<file path="src/rtl/bcv_pkg.sv">
// Shared types and constants for the bounding cylinder block.
// Used by bcv_sqrt and by the bounding_cylinder_from_vertices top level.
package bcv_pkg;

  // Width of every result field.
  localparam int unsigned OUT_W = 16;
  // Number of result fields packed into out_tdata.
  localparam int unsigned OUT_FIELDS = 6;

  // Status that the root unit reports to the sequencer.
  typedef struct packed {
    logic busy;
    logic done;
  } bcv_root_stat_t;

endpackage

</file>
<file path="src/rtl/bcv_sqrt.sv">
// Iterative floor square root: one result bit per cycle, restoring method.
// Depends on bcv_pkg for the status struct.
module bcv_sqrt import bcv_pkg::*; #(
  parameter int unsigned ROOT_W = 16
) (
  input  logic                  clk,
  input  logic                  rst_n,
  input  logic                  start,
  input  logic [2*ROOT_W-1:0]   radicand,
  output logic [ROOT_W-1:0]     root,
  output bcv_root_stat_t        stat
);

  localparam int unsigned CNT_W = $clog2(ROOT_W);
  localparam logic [CNT_W-1:0] CNT_LAST = CNT_W'(ROOT_W - 1);
  localparam int unsigned REM_W = ROOT_W + 2;
  localparam int unsigned SH_W  = ROOT_W + 4;

  logic [2*ROOT_W-1:0] rad_r;
  logic [REM_W-1:0]    rem_r;
  logic [ROOT_W-1:0]   root_r;
  logic [CNT_W-1:0]    cnt_r;
  logic                busy_r;
  logic                done_r;

  logic [SH_W-1:0]     rem_sh;
  logic [SH_W-1:0]     trial;
  logic [SH_W-1:0]     diff;
  logic                ge;
  logic [REM_W-1:0]    rem_nxt;
  logic [ROOT_W-1:0]   root_nxt;

  // Bring down the next two radicand bits and try the next root bit
  assign rem_sh   = {rem_r, rad_r[2*ROOT_W-1 -: 2]};
  assign trial    = {2'b00, root_r, 2'b01};
  assign diff     = rem_sh - trial;
  assign ge       = (rem_sh >= trial);
  assign rem_nxt  = ge ? diff[REM_W-1:0] : rem_sh[REM_W-1:0];
  assign root_nxt = {root_r[ROOT_W-2:0], ge};

  // Step the digit recurrence while busy
  always_ff @(posedge clk) begin
    if (!rst_n) begin
      busy_r <= 1'b0;
      done_r <= 1'b0;
      cnt_r  <= '0;
    end else begin
      done_r <= 1'b0;
      if (start) begin
        rad_r  <= radicand;
        rem_r  <= '0;
        root_r <= '0;
        cnt_r  <= CNT_LAST;
        busy_r <= 1'b1;
      end else if (busy_r) begin
        rad_r  <= {rad_r[2*ROOT_W-3:0], 2'b00};
        rem_r  <= rem_nxt;
        root_r <= root_nxt;
        cnt_r  <= cnt_r - 1'b1;
        if (cnt_r == '0) begin
          busy_r <= 1'b0;
          done_r <= 1'b1;
        end
      end
    end
  end

  assign root      = root_r;
  assign stat.busy = busy_r;
  assign stat.done = done_r;

endmodule

</file>
<file path="src/rtl/bounding_cylinder_from_vertices.sv">
// Bounding cylinder of a vertex stream: min/max y, largest x*x+z*z, and roots.
// A new vertex is taken only in S_IDLE, after S_SQX, S_SQZ and S_ACC of the previous one
// (the shared squarer is used twice per vertex). After the last vertex the result waits on
// three passes through the one-bit-per-cycle root unit: radius, bottom edge, top edge.
// Reset (rst_n low, synchronous) clears the running min/max y and largest x*x+z*z and drops any result.
// Depends on bcv_pkg and bcv_sqrt.
module bounding_cylinder_from_vertices import bcv_pkg::*; #(
  parameter int unsigned COORD_WIDTH = 16
) (
  input  logic                                    clk,
  input  logic                                    rst_n,
  input  logic                                    in_tvalid,
  output logic                                    in_tready,
  // vert_x, vert_y, vert_z (COORD_WIDTH bits each), zero padding to bytes
  input  logic [((3*COORD_WIDTH+7)/8)*8-1:0]      in_tdata,
  input  logic                                    in_tlast,
  output logic                                    out_tvalid,
  input  logic                                    out_tready,
  // lowest_y, highest_y, radius_out, bottom_edge_dist, top_edge_dist,
  // depth_any_rotation (16 bits each)
  output logic [OUT_FIELDS*OUT_W-1:0]             out_tdata
);

  localparam int unsigned CW     = COORD_WIDTH;
  localparam int unsigned SUM_W  = 2 * CW;
  localparam int unsigned EDGE_W = CW + 1;
  localparam int unsigned SEXT_W = (CW > OUT_W) ? CW : OUT_W;
  localparam int unsigned UEXT_W = (EDGE_W > OUT_W) ? EDGE_W : OUT_W;
  localparam logic signed [CW-1:0] COORD_MAX = {1'b0, {(CW-1){1'b1}}};
  localparam logic signed [CW-1:0] COORD_MIN = {1'b1, {(CW-1){1'b0}}};

  typedef enum logic [2:0] {
    S_IDLE, S_SQX, S_SQZ, S_ACC, S_YSQ, S_GO, S_WAIT, S_DONE
  } state_t;

  typedef enum logic [1:0] {
    SEL_RADIUS, SEL_BOTTOM, SEL_TOP
  } root_sel_t;

  state_t                 state_r;
  root_sel_t              sel_r;

  logic signed [CW-1:0]   x_r, y_r, z_r;
  logic                   last_r;
  logic signed [CW-1:0]   min_y_r, max_y_r;
  logic [SUM_W-1:0]       max_rsq_r;
  logic [SUM_W-1:0]       p_r;
  logic [SUM_W-1:0]       acc_r;
  logic [CW-1:0]          radius_r;
  logic [EDGE_W-1:0]      bottom_r, top_r;
  logic                   out_valid_r;
  logic [OUT_FIELDS*OUT_W-1:0] out_data_r;

  logic [CW-1:0]          mul_a;
  logic [SUM_W-1:0]       mul_p;
  logic [SUM_W-1:0]       rsq;
  logic [SUM_W-1:0]       radicand;
  logic                   root_start;
  logic [CW-1:0]          root;
  bcv_root_stat_t         root_stat;

  logic [EDGE_W-1:0]      depth;
  logic signed [SEXT_W-1:0] min_ext, max_ext;
  logic [UEXT_W-1:0]      rad_ext, bot_ext, top_ext, dep_ext;

  function automatic logic [CW-1:0] mag(input logic signed [CW-1:0] v);
    mag = v[CW-1] ? (~v + 1'b1) : v;
  endfunction

  // Pick the operand of the shared squarer
  always_comb begin
    mul_a = '0;
    case (state_r)
      S_SQX: mul_a = mag(x_r);
      S_SQZ: mul_a = mag(z_r);
      S_YSQ: begin
        case (sel_r)
          SEL_BOTTOM: mul_a = mag(min_y_r);
          SEL_TOP:    mul_a = mag(max_y_r);
          default:    mul_a = '0;
        endcase
      end
      default: mul_a = '0;
    endcase
  end

  assign mul_p      = mul_a * mul_a;
  assign rsq        = acc_r + p_r;
  assign radicand   = max_rsq_r + p_r;
  assign root_start = (state_r == S_GO);
  assign in_tready  = (state_r == S_IDLE);

  bcv_sqrt #(.ROOT_W(CW)) u_sqrt (
    .clk      (clk),
    .rst_n    (rst_n),
    .start    (root_start),
    .radicand (radicand),
    .root     (root),
    .stat     (root_stat)
  );

  // Size the result fields to 16 bits
  assign depth   = (top_r > bottom_r) ? top_r : bottom_r;
  assign min_ext = SEXT_W'(min_y_r);
  assign max_ext = SEXT_W'(max_y_r);
  assign rad_ext = UEXT_W'(radius_r);
  assign bot_ext = UEXT_W'(bottom_r);
  assign top_ext = UEXT_W'(top_r);
  assign dep_ext = UEXT_W'(depth);

  // Sequencer, running state and output register
  always_ff @(posedge clk) begin
    if (!rst_n) begin
      state_r     <= S_IDLE;
      sel_r       <= SEL_RADIUS;
      out_valid_r <= 1'b0;
      min_y_r     <= COORD_MAX;
      max_y_r     <= COORD_MIN;
      max_rsq_r   <= '0;
    end else begin
      // Drop a result once the downstream side takes it, unless a new one loads now
      if (out_valid_r && out_tready && (state_r != S_DONE)) begin
        out_valid_r <= 1'b0;
      end
      case (state_r)
        S_IDLE: begin
          if (in_tvalid) begin
            x_r     <= in_tdata[CW-1:0];
            y_r     <= in_tdata[2*CW-1:CW];
            z_r     <= in_tdata[3*CW-1:2*CW];
            last_r  <= in_tlast;
            state_r <= S_SQX;
          end
        end
        S_SQX: begin
          p_r <= mul_p;
          if (y_r < min_y_r) min_y_r <= y_r;
          if (y_r > max_y_r) max_y_r <= y_r;
          state_r <= S_SQZ;
        end
        S_SQZ: begin
          acc_r   <= p_r;
          p_r     <= mul_p;
          state_r <= S_ACC;
        end
        S_ACC: begin
          if (rsq > max_rsq_r) max_rsq_r <= rsq;
          if (last_r) begin
            sel_r   <= SEL_RADIUS;
            state_r <= S_YSQ;
          end else begin
            state_r <= S_IDLE;
          end
        end
        S_YSQ: begin
          p_r     <= mul_p;
          state_r <= S_GO;
        end
        S_GO: begin
          state_r <= S_WAIT;
        end
        S_WAIT: begin
          if (root_stat.done) begin
            case (sel_r)
              SEL_RADIUS: begin
                radius_r <= root;
                sel_r    <= SEL_BOTTOM;
                state_r  <= S_YSQ;
              end
              SEL_BOTTOM: begin
                bottom_r <= EDGE_W'(root) + 1'b1;
                sel_r    <= SEL_TOP;
                state_r  <= S_YSQ;
              end
              default: begin
                top_r   <= EDGE_W'(root) + 1'b1;
                state_r <= S_DONE;
              end
            endcase
          end
        end
        S_DONE: begin
          // Hold until the output register is free, then restart the model
          if (!out_valid_r || out_tready) begin
            out_data_r  <= {dep_ext[OUT_W-1:0], top_ext[OUT_W-1:0],
                            bot_ext[OUT_W-1:0], rad_ext[OUT_W-1:0],
                            max_ext[OUT_W-1:0], min_ext[OUT_W-1:0]};
            out_valid_r <= 1'b1;
            min_y_r     <= COORD_MAX;
            max_y_r     <= COORD_MIN;
            max_rsq_r   <= '0;
            state_r     <= S_IDLE;
          end
        end
        default: state_r <= S_IDLE;
      endcase
    end
  end

  assign out_tvalid = out_valid_r;
  assign out_tdata  = out_data_r;

endmodule

</file>
<file path="config.mk">
export PLATFORM = sky130hd
export DESIGN_NAME = bounding_cylinder_from_vertices
export DESIGN_NICKNAME = d
export VERILOG_FILES = /design/src/rtl/bcv_pkg.sv /design/src/rtl/bcv_sqrt.sv /design/src/rtl/bounding_cylinder_from_vertices.sv
export SDC_FILE = /design/constraint.sdc
export NUM_CORES = 1
export LEC_CHECK = 0
export BUFFER_PORTS_ARGS = -buffer_cell sky130_fd_sc_hd__buf_2
export CORE_MARGIN = 5
export CORE_UTILIZATION = 63
export CTS_CLUSTER_DIAMETER = 50
export DETAILED_ROUTE_END_ITERATION = 16
export MAX_ROUTING_LAYER = met4
export PLACE_DENSITY_LB_ADDON = 0.15
export SLEW_MARGIN = 10
export SYNTH_ARGS = -nofsm -noshare
export SYNTH_HDL_FRONTEND = slang
export SYNTH_SLANG_ARGS = --single-unit
</file>
<file path="constraint.sdc">
create_clock -name clk -period 9.7 [get_ports clk]
set_input_delay 1.94 -clock clk [delete_from_list [all_inputs] [get_ports clk]]
set_output_delay 1.94 -clock clk [all_outputs]
set_load 0.03 [all_outputs]
</file>
==> results.toml <==
[run_status]
status = "finished clean"

[route]
ant_nets = 0
viasPerCell = 5.84
num_vias = 20200
first_iter_violations = 1535
dr.pass1.iters = 5
remaining_drc_errors = 0
wl_um = 64600
wl_per_cell_um = 18.6

[worst_setup_path]
crit_top_cell = "fa_1"
reg2reg_from = "min_ext[2]$_SDFFE_PN1P_"
r2r_setup_slack_ns = 0.88
crit_path_start = "min_ext[2]$_SDFFE_PN1P_"
cp-start-kind = "flop"
critPathMaxFanout = 15
crit_type = "reg2reg"
endpoint_kind = "flop"
cp_slowest_stage_delay_ns = 0.55
required_ns = 10.03
crit_slowest_cell = "or4_4"
crit_family = "adder cells"
cp.arrival_ns = 9.15
path_buf_inv = 4

[clock_tree]
cts-hold-fix-buffers = 0
cts_sinks = 399
cts_tree = "done"
cts_max_level = 2
clockBufferDepth = 3
root_buffer = "clkbuf_16"
cts_setup_buffers = 0
clkLatencyLatePin_ns = 0.58
path_clk_slew_ns = 0.06
postCtsResizedCells = 0
numCtsBuffers = 46

[yosys]
yosysSeqAreaShare_pct = 39.8
syn-num-nets = 3170
synthesis.area_mm2 = 0.0282
synth_area_leaders = "edfxtp_1, ha_1, fa_1"
synth_edf_count = 323
yosysUniqueCellTypes = 83
synth_top_area_share_pct = 34.4
yosysMostFrequentCell = "inv_1"
syn_inst = 2690
synth_common_cells = "inv_1, edfxtp_1, nand2_1"
synthArstFlopShare_pct = 0
synth_area_leader_cell = "edfxtp_1"
ys.flop_type = "edfxtp_1"
postSynthAreaPerCell_um2 = 10.5
yosys_warnings = 0
ys_seq_elements = 399

[global_route]
grt_pass1_wl_um = 106000
grt_antenna_before_repair = 1
grt_max_degree = 84
grt_util_all_layers_pct = 26.8
overflow = 0
grt_pass1_vias = 20500

[cells_and_area]
syn_to_final_growth_pct = 10.2
seq_area_mm2 = 0.0112
final-instance-count-excl-fill = 3468
final_layout_size_suffix_gt1_share_pct = 10.8
final_core_util_pct = 70.3
multi_input_area_mm2 = 0.0154
fin_nets = 3319
fillerInstances = 3188

[place]
globalplace.congestion = 0.934
dp_cells = 3383
io_buffer_count = 150
dp_hpwl_um = 49600

[power]
peakVddDrop_uv = 179
power_leakage_nw = 13.8
powerDensity_mw_per_mm2 = 184

[sta]
fin_crit_sh_pct = 90.9
hold_ws_ns = 0.418
skew_ns = 0.0232
setup_viol = 0
max_freq_mhz = 113
period_minus_slack_ns = 8.82
finalHoldViolCount = 0
rsz0062_at_grt = "false"
drv_slew = 0
setup-tns-final_ns = 0
relSlewSlack_pct = 17.6
worst_slew_pin_slew_ns = 1.24

[floorplan]
core_mm2 = 0.0442
die-width_um = 222
io_pins = 151
core.rowCount = 77
die-area_mm2 = 0.0491
die_height_um = 222
start_util_pct = 63.8

[min_path]
min_path_type = "reg2reg"
min-delay-start = "radius_r[5]$_DFFE_PP_"

[flow_run]
maxCapViolations = 0
-- routing by layer --
metal | routed length (µm) | track usage, % | vias up
li1 | - | - | 9682
met1 | 28400 | 36.5 | 9808
met2 | 31400 | 43.5 | 642
met3 | 3520 | 3.40 | 108
met4 | 1310 | 6.72 | 0
met5 | 0 | - | -
-- logic make-up after synthesis --
logic type	after synthesis	share of synthesized area, %
buffers and inverters	430	5.83
xor gates and xnor gates	167	5.21
muxes	66	2.41
and+or+nand+nor	718	12.2
DFF	399	39.8
AOI/OAI and AO/OA	483	11.3
adders and majority gates	427	23.2
-- flip-flops by register name, indices dropped and copies added (netlist names), 2 cells and up --
name          count
state_r           3
u_sqrt.root      16
min_ext          16
out_tdata        96
u_sqrt.rad_r     32
max_ext          16
bot_ext          17
p_r              31
u_sqrt.cnt_r      4
radius_r         16
max_rsq_r        32
top_ext          17
y_r              16
acc_r            31
z_r              16
u_sqrt.rem_r     18
x_r              16
sel_r             2
-- report_power, final --
| part | switching (mW) | internal (mW) |
|---|---|---|
| combinational | 1.19 | 0.805 |
| sequential | 0.0988 | 1.97 |
| clock | 0.722 | 0.912 |
| total | 2.01 | 3.69 |
-- path summary, 6_finish.rpt --
kind / cells past startpoint / to
hold reg to reg: 0 / out_tdata[37]$_DFFE_PP_
hold / removal: 0 / out_tdata[37]$_DFFE_PP_
setup reg to reg: 27 / p_r[31]$_DFFE_PP_
setup / recovery: 27 / p_r[31]$_DFFE_PP_
-- cells in the final DEF, fill, tap and decap left out, types with 8 or more instances in the layout --
cell,count
nor3_1,32
a21o_1,74
inv_1,348
buf_4,31
and2_1,42
xnor2_1,107
a31o_2,10
a31oi_1,14
nand2b_1,15
buf_2,150
nand2_1,273
o21a_1,13
mux2i_1,50
o41ai_1,8
o31ai_1,25
o21bai_1,9
o211ai_1,8
nor2_1,153
xor2_1,59
nand3_1,36
ha_1,265
a21oi_1,138
edfxtp_1,323
o21ai_0,93
mux2_2,16
fa_1,162
nor4_1,11
dfxtp_1,76
a211oi_1,10
or3_1,9
nand3b_1,29
and3_1,20
clkbuf_16,47
clkbuf_1,9
nor2b_1,19
nand4_1,33
o221ai_1,11
-- per-stage QoR --
stage          setup slack (ns)  cell area, µm²  power [mW]
6_report                  0.881           31100        5.70
3_3_place_gp               1.22           29600        4.02
2_1_floorplan              1.71           28200        3.60
5_1_grt                   0.415           31100        6.10
4_1_cts                   0.948           31100        5.73
3_5_place_dp              0.968           29600        4.09
-- final cells by class --
class | instances | area share [%]
flip-flops and latches | 399 | 36.1
repair buffers | 181 | 3.16
inverters | 350 | 4.23
diodes | 1 | 0.00805
clock inverters | 27 | 0.668
clock buffers | 57 | 3.94
multi-input cells | 1861 | 49.5
well taps | 592 | 2.38
Power figures use the tool's default switching activity.
